**src/hw/rtl/sbc_pkg.sv**
```systemverilog
// Shared types and constants for the sphere/box contact pipeline.
// No dependencies; every other file of the block refers to it by scoped names.
`timescale 1ns / 1ps

package sbc_pkg;

    localparam int COORD_W = 32;
    localparam int FRAC_W  = 16;
    localparam int EXT_W   = COORD_W - 1;
    localparam int HALF_W  = EXT_W - 1;
    localparam int WIDE_W  = COORD_W + 1;
    localparam int DIFF_W  = COORD_W + 2;
    localparam int SQ_W    = 2 * COORD_W;
    localparam int SUM_W   = SQ_W + 2;
    localparam int DSQ_W   = 2 * EXT_W;
    localparam int DIST_W  = EXT_W;
    localparam int MAG_W   = EXT_W;
    localparam int DEP_W   = DIFF_W;
    localparam int PEN_W   = DIFF_W + 1;
    localparam int Q_W     = FRAC_W + 1;
    localparam int NORM_W  = FRAC_W + 2;
    localparam int NUM_W   = MAG_W + FRAC_W;
    localparam int PROD_W  = DIST_W + Q_W;
    localparam int EPS_W   = 32;

    localparam logic [EPS_W-1:0] EPS_RESET = 32'd4295;
    localparam logic signed [NORM_W-1:0] NORM_ONE = {2'b01, {FRAC_W{1'b0}}};

    typedef enum logic [1:0] {
        AX_X,
        AX_Y,
        AX_Z
    } axis_t;

    typedef struct packed {
        logic signed [COORD_W-1:0] sphere_x;
        logic signed [COORD_W-1:0] sphere_y;
        logic signed [COORD_W-1:0] sphere_z;
        logic        [EXT_W-1:0]   sphere_radius;
        logic signed [COORD_W-1:0] box_x;
        logic signed [COORD_W-1:0] box_y;
        logic signed [COORD_W-1:0] box_z;
        logic        [EXT_W-1:0]   box_width;
        logic        [EXT_W-1:0]   box_height;
        logic        [EXT_W-1:0]   box_length;
    } in_t;

    typedef struct packed {
        logic                     hit;
        logic                     in_box;
        axis_t                    ax;
        logic                     ax_pos;
        logic [2:0]               d_neg;
        logic [2:0][MAG_W-1:0]    d_mag;
        logic [DSQ_W-1:0]         dsq;
        logic [EXT_W-1:0]         r;
        logic signed [PEN_W-1:0]  pen_in;
    } front_t;

    typedef struct packed {
        logic                     hit;
        logic                     in_box;
        axis_t                    ax;
        logic                     ax_pos;
        logic [2:0]               d_neg;
        logic [2:0][MAG_W-1:0]    d_mag;
        logic [EXT_W-1:0]         r;
        logic signed [PEN_W-1:0]  pen_in;
    } sq_side_t;

    typedef struct packed {
        logic                     hit;
        logic                     in_box;
        axis_t                    ax;
        logic                     ax_pos;
        logic [2:0]               d_neg;
        logic [DIST_W-1:0]        pen_out;
        logic signed [PEN_W-1:0]  pen_in;
    } dv_side_t;

    typedef struct packed {
        logic                      hit;
        logic signed [NORM_W-1:0]  normal_x;
        logic signed [NORM_W-1:0]  normal_y;
        logic signed [NORM_W-1:0]  normal_z;
        logic signed [COORD_W-1:0] push_x;
        logic signed [COORD_W-1:0] push_y;
        logic signed [COORD_W-1:0] push_z;
    } out_t;

endpackage

```
**src/hw/rtl/sbc_isqrt.sv**
```systemverilog
// Pipelined integer square root, one result bit per stage, with sideband.
// Depends on sbc_pkg for the operand width.
`timescale 1ns / 1ps

module sbc_isqrt #(
    parameter int SIDE_W = 8
) (
    input  logic                         clk,
    input  logic                         rst_n,
    input  logic                         en,
    input  logic                         in_valid,
    input  logic [sbc_pkg::DSQ_W-1:0]    in_dsq,
    input  logic [SIDE_W-1:0]            in_side,
    output logic                         out_valid,
    output logic [sbc_pkg::DIST_W-1:0]   out_dist,
    output logic [SIDE_W-1:0]            out_side
);

    localparam int W     = sbc_pkg::DSQ_W;
    localparam int STEPS = W / 2;

    logic [W-1:0]      v_reg [STEPS];
    logic [W-1:0]      res_reg [STEPS];
    logic [SIDE_W-1:0] side_reg [STEPS];
    logic [STEPS-1:0]  val_reg;

    for (genvar k = 0; k < STEPS; k++)
    begin : g_step
        localparam logic [W-1:0] BIT = {{(W-1){1'b0}}, 1'b1} << (W - 2 - 2 * k);
        logic [W-1:0]      v_in;
        logic [W-1:0]      res_in;
        logic [SIDE_W-1:0] side_in;
        logic              val_in;
        logic [W-1:0]      trial;
        logic              ge;
        logic [W-1:0]      v_next;
        logic [W-1:0]      res_next;

        if (k == 0)
        begin : g_first
            assign v_in    = in_dsq;
            assign res_in  = '0;
            assign side_in = in_side;
            assign val_in  = in_valid;
        end
        else
        begin : g_rest
            assign v_in    = v_reg[k-1];
            assign res_in  = res_reg[k-1];
            assign side_in = side_reg[k-1];
            assign val_in  = val_reg[k-1];
        end

        always_comb
        begin
            trial    = res_in + BIT;
            ge       = v_in >= trial;
            v_next   = ge ? v_in - trial : v_in;
            res_next = ge ? (res_in >> 1) + BIT : res_in >> 1;
        end

        always_ff @(posedge clk or negedge rst_n)
        begin
            if (!rst_n)
                val_reg[k] <= 1'b0;
            else if (en)
                val_reg[k] <= val_in;
        end

        always_ff @(posedge clk)
        begin
            if (en)
            begin
                v_reg[k]    <= v_next;
                res_reg[k]  <= res_next;
                side_reg[k] <= side_in;
            end
        end
    end

    assign out_valid = val_reg[STEPS-1];
    assign out_dist  = res_reg[STEPS-1][sbc_pkg::DIST_W-1:0];
    assign out_side  = side_reg[STEPS-1];

endmodule

```
**config.mk**
```make
export PLATFORM = sky130hd
export DESIGN_NAME = sbc_isqrt
export DESIGN_NICKNAME = d
export VERILOG_FILES = /design/src/hw/rtl/sbc_pkg.sv /design/src/hw/rtl/sbc_isqrt.sv
export SDC_FILE = /design/constraint.sdc
export NUM_CORES = 2
export LEC_CHECK = 0
export BUFFER_PORTS_ARGS = -buffer_cell sky130_fd_sc_hd__buf_4
export CAP_MARGIN = 5
export CORE_MARGIN = 2
export CORE_UTILIZATION = 30
export CTS_CLUSTER_DIAMETER = 60
export CTS_CLUSTER_SIZE = 10
export DETAILED_ROUTE_END_ITERATION = 8
export GPL_ROUTABILITY_DRIVEN = 1
export GPL_TIMING_DRIVEN = 0
export PLACE_DENSITY = 0.41
export SLEW_MARGIN = 0
export SYNTH_ARGS = -nofsm -noshare
export SYNTH_HDL_FRONTEND = slang
export SYNTH_SLANG_ARGS = --single-unit
```
**constraint.sdc**
```tcl
create_clock -name clk -period 5.4 [get_ports clk]
set_clock_uncertainty 0.15 [all_clocks]
set_input_delay 1.08 -clock clk [delete_from_list [all_inputs] [get_ports clk]]
set_output_delay 1.08 -clock clk [all_outputs]
set_load 0.05 [all_outputs]
```
==> impl_metrics.toml <==
[cells_and_area]
utilization = 0.348
largest_reg_flops = 1860
seq_area_sq_um = 79000
drive_gt1_frac = 0.0821
nets = 10600
nFillCells = 39400
stdcell_count = 15600
stdcell_area_sq_um = 141000
syn_to_final_growth_pct = 15.3
final_cell_mix = "edfxtp_1 (2604), inv_1 (657), nor2_1 (644), a21oi_1 (586), nand2_1 (555)"
layout_commonest_cell = "edfxtp_1"
multi_input_area_sq_um = 40300

[yosys]
yosys.area.top_type = "edfxtp_1"
synth_edf_count = 2604
yosys-top-cells-area = "edfxtp_1 (64%), ha_1 (5.4%), xor2_1 (2.9%), xnor2_1 (2.9%), a21oi_1 (2.4%)"
yosysWarnings = 0
yosysUniqueCellTypes = 102
syn-instance-count = 9476
ys_seq_area_frac = 0.644
syn_nets = 10100
synth_top_area_frac = 0.638
synth_area_sq_um = 123000
synth_top_flop_cell = "edfxtp_1"
synth_seq_cells = 2635
synthArstFlopShare = 0.0118
synth.avg_cell_area_sq_um = 12.9

[detailed_routing]
routed_wl_microns = 338000
drc = 0
num_vias = 76400
wire_per_inst_microns = 21.7
initialDrtViolationCount = 5840
antenna_left = 0
vias_per_cell = 4.90
dr.pass1.iters = 7

[floorplan]
die_h_microns = 643
initial_core_util = 0.302
die_area_sq_um = 414000
ios = 114
fp.dieW_microns = 643
core_area_sq_um = 407000
num_rows = 234

[clock_tree]
cts_sinks = 2635
cts_setup_buffers = 0
clk_latency_ns = 0.95
cts_root_buf = "clkbuf_16"
cts_buffers = 348
clockBufferDepth = 4
cts_tree = "done"
ctsHtreeMaxLevel = 5
cts.clk_slew.worst_paths_ns = 0.06

[setup_path]
critPathBufInv = 3
slowest_stage = "xor2_1"
cp_data_required_time_ns = 5.79
cp-end-kind = "register"
crit_chain = "inv_1 > ha_1 > nand3_1 > nor2_1 > nand4_1 > or3_1 > and4_1 > o31a_1 > buf_2 > or4_1 > buf_2 > nor4_1 > xor2_1"
cpLargestDelayFamily = "simple AND/OR/NAND/NOR gates"
startpoint = "res_reg[0][730]"
cp_max_fo = 10
cp.depth = 13
regToRegSetupSlack_ns = 0.13
crit_path_max_incr_delay_ns = 1.11
endpoint = "v_reg[12][56]"
r2r-start = "res_reg[0][730]"
startpoint_type = "register"
cp.arrival_ns = 5.66
r2r_end = "v_reg[12][56]"
crit_top_cell = "buf_2"
criticalPathCategory = "register to register"
reg2reg_depth = 13

[run_status]
outcome = "finished, violations left"
violations = "max-capacitance violations, max-slew violations"

[timing]
tightest_slew_ns = 1.68
relSlewSlack = -0.128
setup_viol = 0
clock.fmax_mhz = 190
report.final.slew_viol_count = 6
timing.final.crit_share = 0.975
rsz0062_at_grt = "false"
setup_tns_ns = 0
period_needed_ns = 5.27
hold_viol = 0

[global_route]
grt_antenna_before_repair = 23
first_global_vias = 76800
gr-usage-all-layers = 0.160
grt_pass1_wl_microns = 503000
grt-ovfl-total = 0
grt_max_degree = 186

[job]
cap_violations = 1

[power_and_ir_drop]
ir_drop_mv = 0.244
p_per_area_nw_per_um2 = 439
total_power_uw = 62100
leakage_uw = 0.0516

[place]
hpwl_microns = 258000
placed_area_sq_um = 131000
gp_congestion = 0.900
portBuffers = 113
dp.cells = 15000

[hold_path]
holdCritPathClass = "input pin to register"
cells in the mapped netlist, drive strengths merged (100+ instances only):
cell type and instances:
inv 658, or3 100, nand3 149, edfxtp 2604
nand4 171, nor2 644, ha 525, o21a 108
o21ai 404, clkbuf 166, nand2 555, mux2 101
xnor2 403, nor3 265, xor2 410, a21o 193
nor4 332, a21oi 587
through the flow:
step | hold slack (ns) | setup slack, ns
after floorplan | 0.250 | 1.72
after global placement | 0.250 | -21.50
after detailed placement | 0.255 | 0.0547
after CTS | 0.0548 | 0.00477
after global routing | 0.0899 | 0.132
final | 0.161 | 0.134
kinds of logic (layout without fill, tap and decap cells):
group                      Yosys count  count (layout)  synth area share
AOI/OAI and AO/OA                 1753            1753            0.0892
muxes                              110             110            0.0100
other                                0              47                 0
and+or+nand+nor                   2771            2771             0.118
DFF                               2635            2635             0.644
buffers and inverters              869            1515            0.0273
adders and majority gates          525             525            0.0536
xor gates and xnor gates           813             813            0.0581
area by class of cell:
type,count,share of cell area
repair buffers,135,0.00972
clock buffers,394,0.0641
well taps,5428,0.0480
plain buffers,211,0.00623
inverters,658,0.0175
multi-input cells,5972,0.285
flip-flops and latches,2635,0.559
clock inverters,117,0.00959
diodes,47,0.000832
report_power, final:
part | internal [uW] | switching, uW | leakage, uW
logic | 4720 | 7780 | 0.0210
registers | 25900 | 2180 | 0.0255
clock network | 12800 | 8680 | 0.00507
total | 43400 | 18600 | 0.0516
what timing repair did:
item                                    CTS  global route
endpoints found under the hold margin    31             0
hold buffers                              1             0
endpoints found under the setup margin    0            36
gates resized for setup                   0             5
worst reg2reg max path: cells and delay by family (launching register included):
kind	cells	cell delay, ns
flip-flops	1	0.62
AO/OA/AOI/OAI	1	0.09
adder cells (fa/ha/maj)	1	0.38
buffers and inverters	3	0.46
XOR/XNOR	1	1.11
AND/OR/NAND/NOR	7	2.12
layer usage:
layer  GRT usage  vias up  wire length [microns]
met5           0        -                      0
met4      0.0657        0                  14100
met3      0.0240      537                  15800
met2       0.260     1780                 157000
met1       0.213    37400                 151000
li1            -    36700                      -
worst min path at each step:
stage / start / to / slack, ns / cells past startpoint
after global placement: side_reg[26][6] / side_reg[27][6] / 0.25 / 0
after global routing: in_dsq[58] / v_reg[0][58] / 0.09 / 1
after floorplan: side_reg[9][0] / side_reg[10][0] / 0.25 / 0
after detailed placement: side_reg[9][2] / side_reg[10][2] / 0.25 / 0
final: in_dsq[58] / v_reg[0][58] / 0.16 / 1
after CTS: in_dsq[28] / v_reg[0][28] / 0.05 / 1
(Power assumes the default switching activity.)
