==> src/hw/rtl/sbc_pkg.sv <==
// Shared types and constants for the sphere/box contact pipeline.
// No dependencies; every other file of the block refers to it by scoped names.
`timescale 1ns / 1ps

package sbc_pkg;

    localparam int COORD_W = 32;
    localparam int FRAC_W  = 16;
    localparam int EXT_W   = COORD_W - 1;
    localparam int HALF_W  = EXT_W - 1;
    localparam int WIDE_W  = COORD_W + 1;
    localparam int DIFF_W  = COORD_W + 2;
    localparam int SQ_W    = 2 * COORD_W;
    localparam int SUM_W   = SQ_W + 2;
    localparam int DSQ_W   = 2 * EXT_W;
    localparam int DIST_W  = EXT_W;
    localparam int MAG_W   = EXT_W;
    localparam int DEP_W   = DIFF_W;
    localparam int PEN_W   = DIFF_W + 1;
    localparam int Q_W     = FRAC_W + 1;
    localparam int NORM_W  = FRAC_W + 2;
    localparam int NUM_W   = MAG_W + FRAC_W;
    localparam int PROD_W  = DIST_W + Q_W;
    localparam int EPS_W   = 32;

    localparam logic [EPS_W-1:0] EPS_RESET = 32'd4295;
    localparam logic signed [NORM_W-1:0] NORM_ONE = {2'b01, {FRAC_W{1'b0}}};

    typedef enum logic [1:0] {
        AX_X,
        AX_Y,
        AX_Z
    } axis_t;

    typedef struct packed {
        logic signed [COORD_W-1:0] sphere_x;
        logic signed [COORD_W-1:0] sphere_y;
        logic signed [COORD_W-1:0] sphere_z;
        logic        [EXT_W-1:0]   sphere_radius;
        logic signed [COORD_W-1:0] box_x;
        logic signed [COORD_W-1:0] box_y;
        logic signed [COORD_W-1:0] box_z;
        logic        [EXT_W-1:0]   box_width;
        logic        [EXT_W-1:0]   box_height;
        logic        [EXT_W-1:0]   box_length;
    } in_t;

    typedef struct packed {
        logic                     hit;
        logic                     in_box;
        axis_t                    ax;
        logic                     ax_pos;
        logic [2:0]               d_neg;
        logic [2:0][MAG_W-1:0]    d_mag;
        logic [DSQ_W-1:0]         dsq;
        logic [EXT_W-1:0]         r;
        logic signed [PEN_W-1:0]  pen_in;
    } front_t;

    typedef struct packed {
        logic                     hit;
        logic                     in_box;
        axis_t                    ax;
        logic                     ax_pos;
        logic [2:0]               d_neg;
        logic [2:0][MAG_W-1:0]    d_mag;
        logic [EXT_W-1:0]         r;
        logic signed [PEN_W-1:0]  pen_in;
    } sq_side_t;

    typedef struct packed {
        logic                     hit;
        logic                     in_box;
        axis_t                    ax;
        logic                     ax_pos;
        logic [2:0]               d_neg;
        logic [DIST_W-1:0]        pen_out;
        logic signed [PEN_W-1:0]  pen_in;
    } dv_side_t;

    typedef struct packed {
        logic                      hit;
        logic signed [NORM_W-1:0]  normal_x;
        logic signed [NORM_W-1:0]  normal_y;
        logic signed [NORM_W-1:0]  normal_z;
        logic signed [COORD_W-1:0] push_x;
        logic signed [COORD_W-1:0] push_y;
        logic signed [COORD_W-1:0] push_z;
    } out_t;

endpackage

==> src/hw/rtl/sbc_back.sv <==
// Back stages: push scaling, sign and saturation, result assembly.
// Two register stages. Depends on sbc_pkg.
`timescale 1ns / 1ps

module sbc_back (
    input  logic                              clk,
    input  logic                              rst_n,
    input  logic                              en,
    input  logic                              in_valid,
    input  logic [2:0][sbc_pkg::Q_W-1:0]      in_quo,
    input  sbc_pkg::dv_side_t                 in_side,
    output logic                              out_valid,
    output sbc_pkg::out_t                     out_data
);

    localparam int COORD_W = sbc_pkg::COORD_W;
    localparam int FRAC_W  = sbc_pkg::FRAC_W;
    localparam int PEN_W   = sbc_pkg::PEN_W;
    localparam int PROD_W  = sbc_pkg::PROD_W;
    localparam int NORM_W  = sbc_pkg::NORM_W;
    localparam int Q_W     = sbc_pkg::Q_W;

    localparam logic signed [PEN_W:0] PUSH_HI =
        {{(PEN_W + 2 - COORD_W){1'b0}}, {(COORD_W - 1){1'b1}}};
    localparam logic signed [PEN_W:0] PUSH_LO = ~PUSH_HI;

    logic [1:0] v_reg;

    // stage 1: products and signed inside push
    logic [PROD_W-1:0]       prod1_next [3];
    logic signed [PEN_W:0]   ipush1_next;
    logic [PROD_W-1:0]       prod1_reg [3];
    logic [2:0][Q_W-1:0]     quo1_reg;
    logic signed [PEN_W:0]   ipush1_reg;
    logic                    hit1_reg;
    logic                    inside1_reg;
    sbc_pkg::axis_t          ax1_reg;
    logic                    axpos1_reg;
    logic [2:0]              dneg1_reg;

    always_comb
    begin
        for (int i = 0; i < 3; i++)
            prod1_next[i] = PROD_W'(in_side.pen_out) * PROD_W'(in_quo[i]);
        ipush1_next = in_side.ax_pos ? (PEN_W + 1)'(in_side.pen_in)
                                     : -((PEN_W + 1)'(in_side.pen_in));
    end

    // stage 2: assemble the result
    logic signed [NORM_W-1:0]  nrm [3];
    logic signed [COORD_W-1:0] psh [3];
    logic [COORD_W-1:0]        pmag [3];
    logic signed [COORD_W-1:0] isat;
    sbc_pkg::out_t             out_next;
    sbc_pkg::out_t             out_data_reg;

    always_comb
    begin
        for (int i = 0; i < 3; i++)
        begin
            nrm[i]  = '0;
            psh[i]  = '0;
            pmag[i] = prod1_reg[i][FRAC_W +: COORD_W];
        end
        priority if (ipush1_reg > PUSH_HI)
            isat = COORD_W'(PUSH_HI);
        else if (ipush1_reg < PUSH_LO)
            isat = COORD_W'(PUSH_LO);
        else
            isat = COORD_W'(ipush1_reg);

        if (hit1_reg && inside1_reg)
        begin
            unique case (ax1_reg)
                sbc_pkg::AX_X:
                begin
                    nrm[0] = axpos1_reg ? sbc_pkg::NORM_ONE : -sbc_pkg::NORM_ONE;
                    psh[0] = isat;
                end
                sbc_pkg::AX_Y:
                begin
                    nrm[1] = axpos1_reg ? sbc_pkg::NORM_ONE : -sbc_pkg::NORM_ONE;
                    psh[1] = isat;
                end
                default:
                begin
                    nrm[2] = axpos1_reg ? sbc_pkg::NORM_ONE : -sbc_pkg::NORM_ONE;
                    psh[2] = isat;
                end
            endcase
        end
        else if (hit1_reg)
        begin
            for (int i = 0; i < 3; i++)
            begin
                nrm[i] = dneg1_reg[i] ? -$signed(NORM_W'(quo1_reg[i]))
                                      : $signed(NORM_W'(quo1_reg[i]));
                psh[i] = dneg1_reg[i] ? -$signed(pmag[i]) : $signed(pmag[i]);
            end
        end

        out_next.hit      = hit1_reg;
        out_next.normal_x = nrm[0];
        out_next.normal_y = nrm[1];
        out_next.normal_z = nrm[2];
        out_next.push_x   = psh[0];
        out_next.push_y   = psh[1];
        out_next.push_z   = psh[2];
    end

    always_ff @(posedge clk or negedge rst_n)
    begin
        if (!rst_n)
            v_reg <= '0;
        else if (en)
            v_reg <= {v_reg[0], in_valid};
    end

    always_ff @(posedge clk)
    begin
        if (en)
        begin
            for (int i = 0; i < 3; i++)
                prod1_reg[i] <= prod1_next[i];
            quo1_reg     <= in_quo;
            ipush1_reg   <= ipush1_next;
            hit1_reg     <= in_side.hit;
            inside1_reg  <= in_side.in_box;
            ax1_reg      <= in_side.ax;
            axpos1_reg   <= in_side.ax_pos;
            dneg1_reg    <= in_side.d_neg;
            out_data_reg <= out_next;
        end
    end

    assign out_valid = v_reg[1];
    assign out_data  = out_data_reg;

endmodule
==> config.mk <==
export PLATFORM = sky130hd
export DESIGN_NAME = sbc_back
export DESIGN_NICKNAME = d
export VERILOG_FILES = /design/src/hw/rtl/sbc_pkg.sv /design/src/hw/rtl/sbc_back.sv
export SDC_FILE = /design/constraint.sdc
export NUM_CORES = 2
export LEC_CHECK = 0
export ABC_AREA = 1
export ABC_CLOCK_PERIOD_IN_PS = 4140
export BUFFER_PORTS_ARGS = -buffer_cell sky130_fd_sc_hd__buf_2
export CORE_MARGIN = 2
export CORE_UTILIZATION = 47
export DETAILED_ROUTE_END_ITERATION = 12
export PLACE_DENSITY = 0.61
export SETUP_SLACK_MARGIN = 0.5
export SYNTH_ARGS = -nofsm -noshare
export SYNTH_HDL_FRONTEND = slang
export SYNTH_SLANG_ARGS = --single-unit
export TNS_END_PERCENT = 5
==> constraint.sdc <==
create_clock -name clk -period 4.14 [get_ports clk]
set_clock_uncertainty 0.15 [all_clocks]
set_input_delay 0.414 -clock clk [delete_from_list [all_inputs] [get_ports clk]]
set_output_delay 0.414 -clock clk [all_outputs]
set_load 0.02 [all_outputs]
==> results.toml <==
[floorplan]
top_level_ports = 281
fp.dieArea_um2 = 151000
initial_core_util_pct = 47.2
core_um2 = 147000
fp-row-count = 141
fp.dieH_um = 389
die_w_um = 389

[run_status]
violations = "setup timing"
outcome = "finished, violations left"

[grt]
grt_max_degree = 87
grt_pass1_vias = 63100
grt_pass1_wl_um = 361000
grt_use_total_pct = 31.2
grt_overflow = 0
antenna_found_initial = 6

[sta]
finalCritPeriodShare_pct = 131
fin_setup_tns_ns = -108.66
worstMarginPinSlew_ns = 1.29
setup_ws_ns = -1.28
slew_headroom_pct = 13.2
timing.hold.ws_ns = 0.0316
max_freq_ghz = 0.185
hold_viol_final = 0
drv_slew = 0
rsz0062_at_grt = "true"
post-route-min-period_ns = 5.42
setup_viol = 96

[critical_path]
endpoint_kind = "flip-flop"
crit_arrival_ns = 5.62
r2r_cells = 4
crit_start = "in_side[51]"
crit_path_start_kind = "primary input"
cp_common_cell = "inv_1"
worstReg2RegStart = "ipush1_reg[35]$_DFFE_PP_"
required_ns = 4.34
slowest_delay_ns = 0.56
cp_slowest_cell = "fa_1"
critPathKind = "primary input to flip-flop"
cp_max_fo = 5

[cells_and_area]
fillers = 13400
largest_reg_flops = 151
area_growth_pct = 22.6
drive_gt1_share_pct = 18.6
final_nets = 11600

[detailed_routing]
viasPerCell = 5.12
drt_wl_total_um = 235000
detail_route.wl_per_cell_um = 20.0
drtIter0Drc = 4884
drc_errors = 0
vias = 60100
drt_pass1_iterations = 8
ant_nets = 0

[flow_run]
maxCapViolCount = 0

[yosys]
synth-edff-count = 342
synth_area_per_cell_um2 = 7.80
netlist_instances = 8910
postSynthRegisterBits = 344
synth_seq_area_share_pct = 14.9
netlist_area_um2 = 69500
synthesis.nets = 10700
synth_flop_cell = "edfxtp_1"
yosys_warnings = 0
async_flop_share_pct = 0.581
synth.distinct_cells = 53

[clocking]
cts-root-buf = "clkbuf_16"
cts_buffers = 44
cts_sinks = 344
cts-htree-levels = 2
clockBufferDepth = 3
clk_latency_ns = 0.64
clk_pin_slew_ns = 0.06
cts_tree = "done"

[placed_design]
dp_hpwl_um = 194000
globalplace.congestion = 0.964
port_buffers = 280

[min_path]
whs_path_depth = 3
min_from = "in_side[28]"
hold_class = "primary input to flip-flop"
-- layout by cell type (no fill, tap or decap), drive strengths merged, types with 6 or more instances in the layout --
cell type    netlist  final
clkbuf           301     65
buf               86   1157
and3              11     11
a21o              10     10
xnor2             27     27
dlygate4sd3        0     35
fa              1296   1296
a21oi            256    256
o21bai            24     24
o31ai              6      6
clkinv             2     21
o21ai            252    252
inv             2487   2491
nand2           2419   2419
nand3b             8      8
and2               6      6
nor3              82     82
a31oi              8      8
nor4               6      6
nor2             438    438
o21a              16     16
o22ai             48     48
ha               367    367
nand4             53     53
edfxtp           342    342
nand3            222    222
xor2              99     99
o32ai              8      8
o211ai            11     11
or2               10     10
-- synth_stat cells (6+ instances only) --
cell | number | area share (%)
nand2_2 | 17 | 0.15
o21a_1 | 16 | 0.17
ha_1 | 367 | 6.6
nor2_1 | 401 | 2.2
xor2_1 | 99 | 1.2
o211ai_1 | 11 | 0.12
inv_2 | 14 | 0.076
clkbuf_1 | 299 | 1.6
nand3b_1 | 8 | 0.086
o21ai_0 | 208 | 1.5
a31oi_1 | 8 | 0.072
a21oi_1 | 255 | 1.8
buf_1 | 68 | 0.37
fa_1 | 1296 | 37
o21ai_1 | 38 | 0.27
nor2_2 | 29 | 0.26
nor2_4 | 8 | 0.13
xnor2_1 | 27 | 0.34
nand2_1 | 2401 | 13
inv_1 | 2473 | 13
o22ai_1 | 48 | 0.43
edfxtp_1 | 342 | 15
nand3_1 | 212 | 1.5
and2_1 | 6 | 0.054
nand4_1 | 52 | 0.47
o32ai_1 | 8 | 0.10
nor3_1 | 72 | 0.52
and3_1 | 11 | 0.099
nand3_2 | 10 | 0.14
buf_2 | 18 | 0.13
o21bai_1 | 23 | 0.25
nor3_2 | 9 | 0.13
o21ai_2 | 6 | 0.076
a21o_1 | 10 | 0.11
-- timing repair --
| item | in CTS | in global routing |
|---|---|---|
| hold endpoints to repair | 36 | 0 |
| gates resized for setup | 256 | 267 |
| endpoints found under the setup margin | 96 | 96 |
| buffers inserted | 18 | 34 |
| pin swaps | 45 | 107 |
| gates cloned | 4 | 16 |
| hold buffers | 35 | 0 |
-- routing by layer --
layer | track usage, % | vias to the layer above | part of all wire, %
li1 | - | 27700 | -
met1 | 42.4 | 29600 | 42
met2 | 50.4 | 2440 | 45
met3 | 4.33 | 444 | 8.0
met4 | 12.5 | 8 | 5.1
met5 | 0 | - | 0.023
-- area by class of cell --
class	count	area (um^2)	share of cell area, %
Multi-Input combinational cell	5690	50800	59.7
Timing Repair Buffer	1213	10800	12.7
Sequential cell	344	10300	12.1
Inverter	2489	9350	11.0
Tap cell	1930	2410	2.83
Clock buffer	47	1110	1.31
Clock inverter	32	359	0.421
Antenna cell	2	5.00	0.00587
-- kinds of logic after synthesis --
| kind of cell | share of synthesized area [%] |
|---|---|
| and+or+nand+nor | 18.9 |
| buffers and inverters | 15.6 |
| adders and majority gates | 43.9 |
| AOI/OAI and AO/OA | 5.11 |
| DFF | 14.9 |
| xor gates and xnor gates | 1.59 |
-- critical path, delay by kind of cell --
family	cells	cell delay, ns
buffers and inverters	11	1.05
AO/OA/AOI/OAI	1	0.13
AND/OR/NAND/NOR	7	0.69
adder cells (fa/ha/maj)	7	3.32
-- metrics by stage --
stage / cell area (um^2) / setup WS [ns] / util (%) / cells
after floorplan: 71700 / -1.25 / - / 8910
final: 85200 / -1.28 / 57.8 / 11700
after global routing: 85200 / -1.43 / 57.8 / 11700
after global placement: 80600 / -2.19 / 54.7 / 11600
after CTS: 83600 / -1.24 / 56.7 / 11700
after detailed placement: 80600 / -2.19 / 54.7 / 11600
-- final timing paths --
kind,end,slack [ns]
max,prod1_reg[0][40]$_DFFE_PP_,-1.28
min,ipush1_reg[28]$_DFFE_PP_,0.03
min reg2reg,out_data[150]$_DFFE_PP_,0.35
max in group asynchronous,v_reg[0]$_DFFE_PN0P_,3.24
max reg2reg,out_data[69]$_DFFE_PP_,1.07
min in group asynchronous,v_reg[1]$_DFFE_PN0P_,0.48
Power is left out: the tool's default activity adds up to more than one toggle a clock period on the data nets, which glitch-free logic cannot reach.
